`config.mk`:
```
export PLATFORM = sky130hd
export DESIGN_NAME = mrhb_front
export DESIGN_NICKNAME = d
export VERILOG_FILES = /design/src/mrhb_pkg.sv /design/src/mrhb_front.sv
export SDC_FILE = /design/constraint.sdc
export NUM_CORES = 1
export LEC_CHECK = 0
export BUFFER_PORTS_ARGS = -buffer_cell sky130_fd_sc_hd__buf_2
export CAP_MARGIN = 20
export CELL_PAD_IN_SITES_DETAIL_PLACEMENT = 0
export CELL_PAD_IN_SITES_GLOBAL_PLACEMENT = 2
export CORE_ASPECT_RATIO = 0.6
export CORE_MARGIN = 2
export CORE_UTILIZATION = 24
export CTS_BUF_LIST = sky130_fd_sc_hd__clkbuf_16
export DETAILED_ROUTE_END_ITERATION = 16
export PLACE_DENSITY_LB_ADDON = 0.1
export SYNTH_ARGS = -nofsm -noshare
export SYNTH_HDL_FRONTEND = slang
export SYNTH_SLANG_ARGS = --single-unit
```
`constraint.sdc`:
```
create_clock -name clk -period 3.8 [get_ports clk]
set_input_delay 0.38 -clock clk [delete_from_list [all_inputs] [get_ports clk]]
set_output_delay 0.38 -clock clk [all_outputs]
set_load 0.01 [all_outputs]
```
`src/mrhb_pkg.sv`:
```
// Shared types, command codes and default sizes of the multi-ring history buffer.
// Used by every module of the block; depends on nothing.
package mrhb_pkg;

    localparam int DEF_NUM_RINGS    = 4;
    localparam int DEF_RING_DEPTH   = 64;
    localparam int DEF_SAMPLE_WIDTH = 48;

    localparam int QUEUE_DEPTH = 4;
    localparam int QUEUE_AW    = $clog2(QUEUE_DEPTH);

    localparam logic [1:0] CMD_WRITE = 2'd0;
    localparam logic [1:0] CMD_PEEK  = 2'd1;
    localparam logic [1:0] CMD_DUMP  = 2'd2;
    localparam logic [1:0] CMD_NONE  = 2'd3;

    localparam logic STATUS_OK    = 1'b0;
    localparam logic STATUS_RANGE = 1'b1;

    typedef enum logic [1:0] {
        OP_WRITE,
        OP_READ,
        OP_ERROR
    } op_t;

    typedef enum logic [1:0] {
        ST_IDLE,
        ST_READ,
        ST_WAIT
    } back_state_t;

    typedef struct packed {
        logic [1:0]  cmd;
        logic [2:0]  ring_sel;
        logic [47:0] sample_in;
        logic [6:0]  sample_count;
    } cmd_item_t;

    typedef struct packed {
        logic [47:0] sample_out;
        logic        status;
        logic        last;
    } rsp_item_t;

    typedef struct packed {
        op_t         op;
        logic [2:0]  ring;
        logic [6:0]  count;
        logic [47:0] sample;
    } cmd_entry_t;

endpackage

```
`src/mrhb_front.sv`:
```
// Front end: accepts command transactions, drops empty ones and classifies the rest.
// Depends on mrhb_pkg; feeds mrhb_queue.
module mrhb_front #(
    parameter int NUM_RINGS  = mrhb_pkg::DEF_NUM_RINGS,
    parameter int RING_DEPTH = mrhb_pkg::DEF_RING_DEPTH
) (
    input  logic                clk,
    input  logic                rst_n,
    input  logic                cmd_valid,
    output logic                cmd_stall,
    input  mrhb_pkg::cmd_item_t cmd_item,
    output logic                push,
    output mrhb_pkg::cmd_entry_t push_entry,
    input  logic                full
);

    logic                 valid_reg;
    logic                 valid_next;
    mrhb_pkg::cmd_entry_t entry_reg;
    mrhb_pkg::cmd_entry_t entry_class;
    logic                 keep;
    logic                 load;
    logic [6:0]           sat_count;

    assign cmd_stall  = valid_reg && full;
    assign push       = valid_reg && !full;
    assign push_entry = entry_reg;
    assign load       = cmd_valid && !cmd_stall;

    always_comb
    begin
        sat_count = (32'(cmd_item.sample_count) > 32'(RING_DEPTH)) ?
                    7'(RING_DEPTH) : cmd_item.sample_count;
        entry_class.ring   = cmd_item.ring_sel;
        entry_class.sample = cmd_item.sample_in;
        entry_class.count  = sat_count;
        entry_class.op     = mrhb_pkg::OP_WRITE;
        keep               = 1'b1;
        if (cmd_item.cmd == mrhb_pkg::CMD_NONE)
        begin
            keep = 1'b0;
        end
        else if (32'(cmd_item.ring_sel) >= 32'(NUM_RINGS))
        begin
            entry_class.op = mrhb_pkg::OP_ERROR;
        end
        else
        begin
            unique case (cmd_item.cmd)
                mrhb_pkg::CMD_WRITE:
                begin
                    entry_class.op = mrhb_pkg::OP_WRITE;
                end
                mrhb_pkg::CMD_PEEK:
                begin
                    entry_class.op    = mrhb_pkg::OP_READ;
                    entry_class.count = 7'd1;
                end
                default:
                begin
                    entry_class.op = mrhb_pkg::OP_READ;
                    keep           = (sat_count != 7'd0);
                end
            endcase
        end
    end

    always_comb
    begin
        if (load)
        begin
            valid_next = keep;
        end
        else if (push)
        begin
            valid_next = 1'b0;
        end
        else
        begin
            valid_next = valid_reg;
        end
    end

    always_ff @(posedge clk or negedge rst_n)
    begin
        if (!rst_n)
        begin
            valid_reg <= 1'b0;
        end
        else
        begin
            valid_reg <= valid_next;
        end
    end

    always_ff @(posedge clk)
    begin
        if (load)
        begin
            entry_reg <= entry_class;
        end
    end

endmodule

```
==> metrics.log <==
[metrics] area growth from synthesis to final layout: 57.0%
[metrics] run status: completed
[metrics] Worst-path clk slew: 0.05 ns
[metrics] final-report hold violation count: 0
[metrics] count of fill cells added during filler insertion: 766
[metrics] element type at the critical path start: register
[metrics] Final Util: 0.391
[metrics] Max Freq: 518 MHz
[metrics] pin count of the biggest net entering global routing: 26
[metrics] Cells after DPL: 318
[metrics] total iterations of the first detailed-routing run: 4
[metrics] sink of the worst hold path: push_entry[0]
[metrics] CTS Sinks: 61
[metrics] main combinational cell family by area after synthesis: simple AND/OR/NAND/NOR gates
[metrics] kind of critical path: register to register
[metrics] number of antenna violations at the first check in global routing: 0
[metrics] total negative slack for setup checks: 0 ns
[metrics] final number of setup-violating endpoints: 0
[metrics] number of H-tree branching levels: 3
[metrics] register area share after synthesis: 0.928
[metrics] CP peak stage delay: 0.59 ns
[metrics] CTS max path bufs: 2
[metrics] launch point of the worst hold path: cmd_item[7]
[metrics] data required time at the worst endpoint: 3.79 ns
[metrics] GPL Wtd Cong: 0.705
[metrics] switching power of the nets: 0.337 mW
[metrics] detailed-route via count: 1273
[metrics] switching power share of the total: 0.186
[metrics] total of cells resized after clock tree synthesis: 0
[metrics] cells traversed along the worst timing path: and2_1, nor2b_4, buf_4
[metrics] effective utilization at floorplan: 0.249
[metrics] Worst Hold Depth: 1
[metrics] Worst Path Buf+Inv: 1
[metrics] startpoint of the lowest-slack register-to-register path: valid_reg
[metrics] power after layout: 1.82 mW
[metrics] Cell variety after synth: 14
[metrics] Static Leakage: 1.33 nW
[metrics] FF+latch count, synth: 61
[metrics] number of standard cells in the final layout excluding fillers: 334
[metrics] die span in x: 121 um
[metrics] Hold WC Path Type: input port to register
[metrics] DRC violations left: 0
[metrics] data arrival time of the critical path: 1.92 ns
[metrics] Slowest cell on crit path: sky130_fd_sc_hd__nor2b_4
[metrics] worst hold slack: 0.232 ns
[metrics] height of the die: 74.1 um
[metrics] DP HPWL: 3390 um
[metrics] YS warnings: 0
[metrics] Layout Cell Area excl Fill: 3090 um^2
[metrics] proportion of layout cells with a drive suffix above 1: 0.637
[metrics] flip-flop count of the largest register after layout: 60
[metrics] nets: 286
[metrics] Max-cap violations: 0
[metrics] clock tree from TritonCTS: yes
[metrics] Internal Pwr Total: 1.48 mW
[metrics] Synth Area in Compound Gates: 0.00826
[metrics] Worst path top cell family by delay: simple AND/OR/NAND/NOR gates
[metrics] clock network fraction of total power: 0.489
[metrics] Worst Skew: 0.00544 ns
[metrics] overall overflow remaining after global route: 0
[metrics] clock buffer count from CTS: 9
[metrics] post-route ant nets: 0
[metrics] period utilisation layout: 0.508
[metrics] transition time of the tightest slew-check pin: 0.721 ns
[metrics] wire length per cell after detailed routing: 13.6 um
[metrics] via count of the first global-routing pass: 1282
[metrics] first-pass GRT wire length: 6710 um
[metrics] minimum setup slack in the final design: 1.87 ns
[metrics] Placed Instance Area: 2750 um^2
[metrics] unrepaired setup endpoints after global routing: no
[metrics] crit path max fanout: 25
[metrics] arithmetic-cell share of the synthesized area counting full adders, half adders and majority gates: 0
[metrics] library cell used as clock root buffer: sky130_fd_sc_hd__clkbuf_16
[metrics] I/O pin cnt: 126
[metrics] setup slack on the worst flop-to-flop path: 1.87 ns
[metrics] floorplan row count: 25
[metrics] post-synthesis area per instance: 23.7 um^2
[metrics] sequential cell fraction of total power: 0.441
[metrics] core region area: 7910 um^2
[metrics] kind of end point of the critical path: register
[metrics] number of antenna repair diodes: 0
[metrics] clock latency reported for the late side of the worst-skew pair: 0.32 ns
[metrics] multiplexer share of the synthesized area: 0
[metrics] minimum setup slack after placement: 1.73 ns
[metrics] Combinational Power Share: 0.070
[metrics] global-route usage over all layers: 0.107
[metrics] Power Dens Cells: 587 nW/um^2
[metrics] worst-case reg-to-reg path depth: 3
[metrics] fin. max-slew vios: 0
[metrics] post-synthesis net count: 147
[metrics] Final Routed Wirelength: 4550 um
[metrics] via-per-instance ratio: 3.81
[metrics] Final min period: 1.93 ns
[metrics] Rel. slew slack: 0.519
[metrics] Synth Cell Area: 1970 um^2
[metrics] end of the worst register-to-register path: push_entry[32]
[metrics] Die Footprint: 8960 um^2
[metrics] share of the synthesized netlist area taken by xor and xnor gates: 0.00445
[metrics] number of DRC markers in iteration 0: 67
[metrics] share of synthesized cell area in and, or, nand and nor gates: 0.0572
[metrics] number of port buffers: 125
[metrics] maximum vdd drop: 0.259 mV
[metrics] Post-Syn Instances: 83
==> synth_stat cells <==
library cell                n  area share
sky130_fd_sc_hd__nand2_1    1      0.0019
sky130_fd_sc_hd__a21o_1     1      0.0038
sky130_fd_sc_hd__nor2_1     4      0.0076
sky130_fd_sc_hd__nor2b_1    2      0.0064
sky130_fd_sc_hd__xnor2_1    1      0.0045
sky130_fd_sc_hd__nand3_1    1      0.0025
sky130_fd_sc_hd__and2_1     7       0.022
sky130_fd_sc_hd__nor4b_2    1      0.0076
sky130_fd_sc_hd__edfxtp_1  60        0.92
sky130_fd_sc_hd__inv_1      1      0.0019
sky130_fd_sc_hd__dfrtp_1    1       0.013
sky130_fd_sc_hd__a31o_1     1      0.0045
sky130_fd_sc_hd__nor3b_2    1      0.0064
sky130_fd_sc_hd__nor3_1     1      0.0025
==> area by class of cell <==
type | instances | area [um^2] | area share
Clock buffer | 9 | 225 | 0.0729
Clock inverter | 6 | 104 | 0.0336
Inverter | 1 | 3.75 | 0.00121
Multi-Input combinational cell | 21 | 145 | 0.0470
Sequential cell | 61 | 1830 | 0.591
Tap cell | 108 | 135 | 0.0437
Timing Repair Buffer | 128 | 651 | 0.211
==> layout by cell type (no fill, tap or decap), drive strengths merged <==
| master | Yosys | layout |
|---|---|---|
| nand3 | 1 | 1 |
| dfrtp | 1 | 1 |
| dlygate4sd3 | 0 | 1 |
| nor2 | 4 | 4 |
| inv | 1 | 2 |
| and2 | 7 | 7 |
| nand2 | 1 | 1 |
| nor4b | 1 | 1 |
| bufinv | 0 | 3 |
| a31o | 1 | 1 |
| clkinv | 0 | 2 |
| nor3 | 1 | 1 |
| clkbuf | 0 | 9 |
| nor2b | 2 | 2 |
| nor3b | 1 | 1 |
| buf | 0 | 127 |
| xnor2 | 1 | 1 |
| edfxtp | 60 | 60 |
| a21o | 1 | 1 |
==> routing by layer <==
| layer | global-route usage | wire length [um] | up-vias |
|---|---|---|---|
| li1 | - | - | 600 |
| met1 | 0.124 | 1870 | 584 |
| met4 | 0.0581 | 76 | 0 |
| met2 | 0.146 | 1900 | 82 |
| met5 | 0 | 0 | - |
| met3 | 0.0775 | 700 | 7 |
==> power by group through the flow <==
stage | clock (mW) | combinational, mW | sequential, mW
CTS | 0.913 | 0.131 | 0.801
detailed placement | 0 | 0.130 | 0.813
global route | 0.947 | 0.141 | 0.803
finish | 0.888 | 0.128 | 0.800
global placement | 0 | 0.128 | 0.812
floorplan | 0 | 0.0233 | 0.839
==> repair_timing <==
item,4_1_cts,5_1_grt
endpoints found under the hold margin,1,0
hold buffers,1,0
setup buffers,0,0
==> worst max-delay path by stage <==
stage	cells past startpoint	from	to	slack, ns
floorplan	2	full	push_entry[0]	0.07
global placement	4	full	push_entry[6]	1.79
detailed placement	4	full	push_entry[7]	1.73
CTS	3	valid_reg	push_entry[42]	1.83
global route	3	valid_reg	push_entry[42]	1.73
finish	3	valid_reg	push_entry[32]	1.87
==> cells by family (layout without fill, tap and decap cells) <==
family | count (synthesis) | in the layout
xor gates and xnor gates | 1 | 1
DFF | 61 | 61
buffers and inverters | 1 | 144
and+or+nand+nor | 18 | 18
AOI/OAI and AO/OA | 2 | 2
(Power assumes the default switching activity.)
