## src/mrhb_pkg.sv

```systemverilog
// Shared types, command codes and default sizes of the multi-ring history buffer.
// Used by every module of the block; depends on nothing.
package mrhb_pkg;

    localparam int DEF_NUM_RINGS    = 4;
    localparam int DEF_RING_DEPTH   = 64;
    localparam int DEF_SAMPLE_WIDTH = 48;

    localparam int QUEUE_DEPTH = 4;
    localparam int QUEUE_AW    = $clog2(QUEUE_DEPTH);

    localparam logic [1:0] CMD_WRITE = 2'd0;
    localparam logic [1:0] CMD_PEEK  = 2'd1;
    localparam logic [1:0] CMD_DUMP  = 2'd2;
    localparam logic [1:0] CMD_NONE  = 2'd3;

    localparam logic STATUS_OK    = 1'b0;
    localparam logic STATUS_RANGE = 1'b1;

    typedef enum logic [1:0] {
        OP_WRITE,
        OP_READ,
        OP_ERROR
    } op_t;

    typedef enum logic [1:0] {
        ST_IDLE,
        ST_READ,
        ST_WAIT
    } back_state_t;

    typedef struct packed {
        logic [1:0]  cmd;
        logic [2:0]  ring_sel;
        logic [47:0] sample_in;
        logic [6:0]  sample_count;
    } cmd_item_t;

    typedef struct packed {
        logic [47:0] sample_out;
        logic        status;
        logic        last;
    } rsp_item_t;

    typedef struct packed {
        op_t         op;
        logic [2:0]  ring;
        logic [6:0]  count;
        logic [47:0] sample;
    } cmd_entry_t;

endpackage

```

## src/mrhb_queue.sv

```systemverilog
// Short command queue between the front end and the back end.
// Depends on mrhb_pkg for the entry type and its depth.
module mrhb_queue (
    input  logic                 clk,
    input  logic                 rst_n,
    input  logic                 push,
    input  mrhb_pkg::cmd_entry_t push_entry,
    output logic                 full,
    output logic                 q_valid,
    output mrhb_pkg::cmd_entry_t q_entry,
    input  logic                 pop
);

    mrhb_pkg::cmd_entry_t slots [mrhb_pkg::QUEUE_DEPTH];

    logic [mrhb_pkg::QUEUE_AW-1:0] wr_ptr_reg;
    logic [mrhb_pkg::QUEUE_AW-1:0] wr_ptr_next;
    logic [mrhb_pkg::QUEUE_AW-1:0] rd_ptr_reg;
    logic [mrhb_pkg::QUEUE_AW-1:0] rd_ptr_next;
    logic [mrhb_pkg::QUEUE_AW:0]   count_reg;
    logic [mrhb_pkg::QUEUE_AW:0]   count_next;
    logic                          do_push;
    logic                          do_pop;

    assign full    = (count_reg == (mrhb_pkg::QUEUE_AW + 1)'(mrhb_pkg::QUEUE_DEPTH));
    assign q_valid = (count_reg != '0);
    assign q_entry = slots[rd_ptr_reg];
    assign do_push = push && !full;
    assign do_pop  = pop && q_valid;

    always_comb
    begin
        wr_ptr_next = do_push ? wr_ptr_reg + 1'b1 : wr_ptr_reg;
        rd_ptr_next = do_pop ? rd_ptr_reg + 1'b1 : rd_ptr_reg;
        count_next  = count_reg;
        if (do_push && !do_pop)
        begin
            count_next = count_reg + 1'b1;
        end
        else if (do_pop && !do_push)
        begin
            count_next = count_reg - 1'b1;
        end
    end

    always_ff @(posedge clk or negedge rst_n)
    begin
        if (!rst_n)
        begin
            wr_ptr_reg <= '0;
            rd_ptr_reg <= '0;
            count_reg  <= '0;
        end
        else
        begin
            wr_ptr_reg <= wr_ptr_next;
            rd_ptr_reg <= rd_ptr_next;
            count_reg  <= count_next;
        end
    end

    always_ff @(posedge clk)
    begin
        if (do_push)
        begin
            slots[wr_ptr_reg] <= push_entry;
        end
    end

endmodule

```

## config.mk

```make
export PLATFORM = sky130hd
export DESIGN_NAME = mrhb_queue
export DESIGN_NICKNAME = d
export VERILOG_FILES = /design/src/mrhb_pkg.sv /design/src/mrhb_queue.sv
export SDC_FILE = /design/constraint.sdc
export NUM_CORES = 1
export LEC_CHECK = 0
export CAP_MARGIN = 30
export CORE_MARGIN = 4
export CORE_UTILIZATION = 40
export DETAILED_ROUTE_END_ITERATION = 7
export DONT_BUFFER_PORTS = 1
export SYNTH_ARGS = -nofsm -noshare
export SYNTH_HDL_FRONTEND = slang
export SYNTH_SLANG_ARGS = --single-unit
```

## constraint.sdc

```tcl
create_clock -name clk -period 3.1 [get_ports clk]
set_input_delay 0.31 -clock clk [delete_from_list [all_inputs] [get_ports clk]]
set_output_delay 0.31 -clock clk [all_outputs]
set_load 0.005 [all_outputs]
```

==> results_dict.tcl, run 1 <==
set metrics [dict create \
    syn_area_per_cell_um2 26.2 \
    crit_slowest_cell "dfrtp_4" \
    drtAntennaViolNets 0 \
    maxSlewViolCount 0 \
    status "complete, no violations" \
    fp.dieW_um 159 \
    antenna_found_initial 0 \
    routedWlPerCell_um 21.2 \
    cp_cell_sequence "buf_4, mux4_2" \
    cts_max_path_buffers 3 \
    finalPower_uw 10200 \
    grt_max_degree 62 \
    viasPerCell 5.08 \
    finClkSkew_ns 0.00814 \
    initialDrtViolationCount 175 \
    drc_errors 0 \
    setup_viol 0 \
    startpoint_type "register" \
    fill_cells 1797 \
    drive_gt1_share_pct 24.4 \
    largest_reg_flops 240 \
    arrival_ns 2.31 \
    insertion_delay_ns 0.51 \
    ys_seq_elements 247 \
    synthesis.area_um2 9150 \
    ys_seq_area_share_pct 80.7 \
    max_clock_freq_ghz 0.381 \
    critical_path.startpoint "rd_ptr_reg[0]$_DFFE_PN0P_" \
    worstRegToRegCells 8 \
    vias 3736 \
    cap_violations 0 \
    synthesis.nets 419 \
    wl_mm 15.6 \
    place_hpwl_mm 9.21 \
    place_inst 627 \
    maxSlewHeadroom_pct 38.3 \
    cts_buffers 26 \
    worst_slew_pin_slew_ns 0.926 \
    setup_tns_ns 0 \
    place.gp.congestion 0.737 \
    post-place-ws_ns 0.747 \
    first_pass_iters 4 \
    grt_overflow 0 \
    die_h_um 159 \
    area_delta_synth_final_pct 20.3 \
    die_area_um2 25300 \
    fin_area_um2 11000 \
    final_nets 502 \
    hp-class "in -> async" \
    powerDensity_nw_per_um2 930 \
    crit_end "q_entry[53]" \
    grt_pass1_wl_mm 24.6 \
    ff2ff_setup_slack_ns 0.79 \
    grt_use_total_pct 12.4 \
    clock_sink_count 247 \
    path_depth 2 \
    diodes 0 \
    syn_inst 349 \
    ys_warn_count 0 \
    yosys.area.top_type "edfxtp_1" \
    ir_worst_vdd_mv 0.879 \
    path_class "reg -> out" \
    worst-path-buf-inv 1 \
    crit-reg2reg-launch "count_reg[2]$_DFFE_PN0P_" \
    synthFlopType "edfxtp_1" \
    max_stage_delay_ns 0.88 \
    crit_family "flip-flops" \
    yosys-top-cells-area "edfxtp_1, mux4_2, dfrtp_1, buf_12, ha_1" \
    crit_fanout 33 \
    cp-end-kind "output port" \
    rows 55 \
    leakage_uw 0.00355 \
    synth_edf_count 240 \
    ys_async_sr_fraction_pct 2.83 \
    portBuffers 0 \
    cts_tree "done" \
    placeableCoreArea_um2 22600 \
    required_ns 2.79 \
    top_level_ports 126 \
    root_buffer "clkbuf_16" \
    yosysUniqueCellTypes 22 \
    cts_setup_buffers 0 \
    h-tree-depth 1 \
    placed_area_um2 9470 \
    fin_crit_ns 2.62 \
    rsz0062_at_grt "false" \
    worst_slack_ns 0.478 \
    post-route-period-util_pct 84.6 \
    reg2reg_to "count_reg[2]$_DFFE_PN0P_" \
    clkTransAtPathRegs_ns 0.06 \
    initial_core_util_pct 40.5 \
    synthTopCellsByCount "edfxtp_1, mux4_2, buf_2, dfrtp_1, buf_12" \
    synth.most_common_cell "edfxtp_1" \
    synth.top_cell.area_share_pct 78.8 \
    grt_pass1_vias 4087 \
    layoutNonFillerInstCount 736 \
    final-hold-violation-count 0 \
]
[worst reg2reg max path: stages, from the launching register on]
cell and delay (ns):
dfrtp_1 0.39, nor3b_2 0.18, nor2b_1 0.48, ha_1 0.30, inv_1 0.06, fa_1 0.38
xor2_1 0.17, nor2_1 0.11, xor2_1 0.16
[what timing repair did]
item | 4_1_cts | 5_1_grt
resized for setup | 0 | 0
hold buffers | 62 | 0
endpoints found under the hold margin | 249 | 0
[power breakdown]
group | internal (uW) | total [uW] | switching (uW)
Clock | 2070 | 3230 | 1160
Sequential | 4420 | 4870 | 453
Combinational | 1110 | 2130 | 1020
Total | 7600 | 10200 | 2630
[per-layer routing]
layer,track usage [%],vias to the layer above,wire length (um),share of wire (%)
met5,0,-,0,0
met4,3.43,0,413,2.6
met3,4.71,26,1300,8.3
met2,20.1,120,7590,49
met1,15.7,1929,6320,40
li1,-,1661,-,-
[layout make-up]
class,count,area (um2),area share [%]
inverter,3,11.3,0.102
sequential,247,7390,67.1
clock buffer,38,747,6.79
clock inverter,9,165,1.50
multi-input combinational,84,1590,14.5
tap,285,357,3.24
timing repair buffer,70,743,6.75
[per-stage QoR]
stage,hold slack [ns],util [%]
floorplan,0.0144,-
detailed placement,0.0146,42.0
CTS,0.102,48.8
global route,0.111,48.8
finish,0.121,48.8
global placement,0.0147,42.0
[how the worst min path moves through the flow]
stage               start                        to  slack [ns]  cells past startpoint
floorplan           rst_n  count_reg[0]$_DFFE_PN0P_        0.01                      0
global placement    rst_n  count_reg[0]$_DFFE_PN0P_        0.01                      0
detailed placement  rst_n  count_reg[2]$_DFFE_PN0P_        0.01                      0
CTS                 rst_n  count_reg[0]$_DFFE_PN0P_        0.10                      1
global route        rst_n  count_reg[0]$_DFFE_PN0P_        0.11                      1
finish              rst_n  count_reg[0]$_DFFE_PN0P_        0.12                      1
[cell families (layout without fill, tap and decap cells)]
group / count (synthesis) / count (layout) / share of synthesized area, %
multiplexers: 62 / 62 / 15.1
buffers and inverters: 18 / 120 / 1.98
AND/OR/NAND/NOR: 10 / 10 / 0.684
adder cells (fa/ha/maj): 6 / 6 / 0.903
flip-flops: 247 / 247 / 80.7
XOR/XNOR: 6 / 6 / 0.575
[placed cells by master (no fill, tap or decap), types with 2 or more instances in the layout]
cell / count
edfxtp_1: 240
dlygate4sd3_1: 62
mux4_2: 58
clkbuf_16: 27
clkbuf_1: 8
ha_1: 5
bufinv_16: 5
dfrtp_1: 5
buf_12: 5
and2_4: 4
xnor2_1: 4
clkinv_1: 4
inv_1: 3
clkbuf_8: 3
buf_4: 3
mux4_1: 2
xor2_1: 2
dfrtp_4: 2
(Power assumes the default switching activity.)
==> run 2, diff against run 1 <==
clock period = 2.38 ns   (was 3.1 ns; I/O delays follow)
==> results_dict.tcl, run 2 (synthesis results as in run 1) <==
set metrics [dict create \
    area_delta_synth_final_pct 20.6 \
    initialDrtViolationCount 198 \
    fin_crit_ns 2.16 \
    multi_input_area_um2 1590 \
    final_nets 509 \
    root_buffer "clkbuf_16" \
    grt_pass1_wl_mm 26.0 \
    startpoint_type "register" \
    largest_reg_flops 240 \
    grt_overflow 0 \
    die_h_um 159 \
    maxSlewViolCount 0 \
    cts_tree "done" \
    crit_fanout 4 \
    drive_gt1_share_pct 26.0 \
    finClkSkew_ns 0.0246 \
    worst_slew_pin_slew_ns 0.336 \
    drtAntennaViolNets 0 \
    routedWlPerCell_um 22.2 \
    grt_max_degree 37 \
    h-tree-depth 1 \
    crit-reg2reg-launch "count_reg[0]$_DFFE_PN0P_" \
    final_util_pct 48.9 \
    status "complete, no violations" \
    rows 55 \
    maxSlewHeadroom_pct 77.6 \
    cap_violations 0 \
    powerDensity_nw_per_um2 1200 \
    required_ns 2.83 \
    ir_worst_vdd_mv 0.751 \
    clkTransAtPathRegs_ns 0.06 \
    post-route-period-util_pct 90.8 \
    grt_use_total_pct 13.1 \
    reg2reg_to "count_reg[2]$_DFFE_PN0P_" \
    seq_area_um2 7390 \
    leakage_uw 0.00357 \
    final-hold-violation-count 0 \
    fp.dieW_um 159 \
    drc_errors 0 \
    arrival_ns 2.61 \
    cts_resized 0 \
    setup_viol 0 \
    place.gp.congestion 0.702 \
    max_clock_freq_ghz 0.463 \
    hp-class "in -> async" \
    die_area_um2 25300 \
    first_pass_iters 4 \
    antenna_found_initial 1 \
    layout_common_cells "edfxtp_1, dlygate4sd3_1, mux4_2" \
    rsz0062_at_grt "false" \
    top_level_ports 126 \
    initial_core_util_pct 40.5 \
    cp-end-kind "register" \
    insertion_delay_ns 0.52 \
    grt_pass1_vias 4286 \
    layout_commonest_cell "edfxtp_1" \
    vias 3793 \
    worstRegToRegCells 8 \
    ff2ff_setup_slack_ns 0.22 \
    portBuffers 0 \
    setup_tns_ns 0 \
    cts_max_path_buffers 3 \
    wl_mm 16.5 \
    cts_buffers 25 \
    path_class "reg -> reg" \
    placeableCoreArea_um2 22600 \
    viasPerCell 5.10 \
    clock_sink_count 247 \
    place_hpwl_mm 10.0 \
    fill_cells 1823 \
]
==> run 2: cell types whose count changed in the layout (fill, tap and decap cells not counted), sizes merged <==
cell / before / now
buf: 8 / 16
bufinv: 5 / 4
diode: 0 / 1
clkbuf: 38 / 29
inv: 3 / 4
clkinv: 4 / 11
==> run 2: worst max-delay path: stages, from the launching register on <==
cell and delay [ns]:
dfrtp_1 0.44, or3_1 0.45, nand2_1 0.14, ha_1 0.20
inv_1 0.06, fa_1 0.37, xor2_1 0.17, nor2_1 0.12
xor2_1 0.15
==> run 2: per-layer routing <==
metal / GRT usage [%] / vias to the layer above / part of all wire, %
li1: - / 1666 / -
met1: 16.0 / 1973 / 39
met2: 22.0 / 119 / 50
met3: 5.31 / 35 / 8.8
met4: 3.27 / 0 / 2.5
met5: 0 / - / 0
==> run 2: where the power goes <==
group | switching [uW] | leakage (uW) | total (uW) | internal, uW
Combinational | 1700 | 0.000885 | 3250 | 1550
Sequential | 296 | 0.00228 | 6050 | 5760
Clock | 1520 | 0.000405 | 3880 | 2360
Total | 3520 | 0.00357 | 13200 | 9660
==> run 2: what timing repair did <==
action | 4_1_cts | 5_1_grt
endpoints found under the setup margin | 0 | 0
setup buffers | 0 | 0
hold buffers | 62 | 0
endpoints found under the hold margin | 249 | 0
==> run 2: cell type report <==
class                   count  area share (%)
diodes                      1          0.0227
repair buffers             78            7.74
well taps                 285            3.23
clock inverters            16            1.65
clock buffers              29            5.81
multi-input cells          84            14.4
flip-flops and latches    247            67.0
inverters                   3           0.102
==> run 2: stage by stage <==
stage	cell area [um2]	total power [uW]	cells	hold slack, ns	setup slack, ns
floorplan	9150	8510	349	-0.0576	0.356
global placement	9580	9330	635	-0.0572	0.270
detailed placement	9580	9420	635	-0.0572	0.229
CTS	11000	13500	742	0.0248	0.169
global route	11000	13900	743	0.0448	0.113
finish	11000	13200	743	0.0444	0.220
==> run 2: how the worst max path moves through the flow <==
stage | start | end | slack, ns | cells past startpoint
after floorplan | count_reg[0]$_DFFE_PN0P_ | count_reg[2]$_DFFE_PN0P_ | 0.36 | 8
after global placement | count_reg[0]$_DFFE_PN0P_ | count_reg[2]$_DFFE_PN0P_ | 0.27 | 8
after detailed placement | count_reg[0]$_DFFE_PN0P_ | count_reg[2]$_DFFE_PN0P_ | 0.23 | 8
after CTS | rd_ptr_reg[0]$_DFFE_PN0P_ | q_entry[45] | 0.17 | 2
after global routing | count_reg[0]$_DFFE_PN0P_ | count_reg[2]$_DFFE_PN0P_ | 0.11 | 8
final | count_reg[0]$_DFFE_PN0P_ | count_reg[2]$_DFFE_PN0P_ | 0.22 | 8
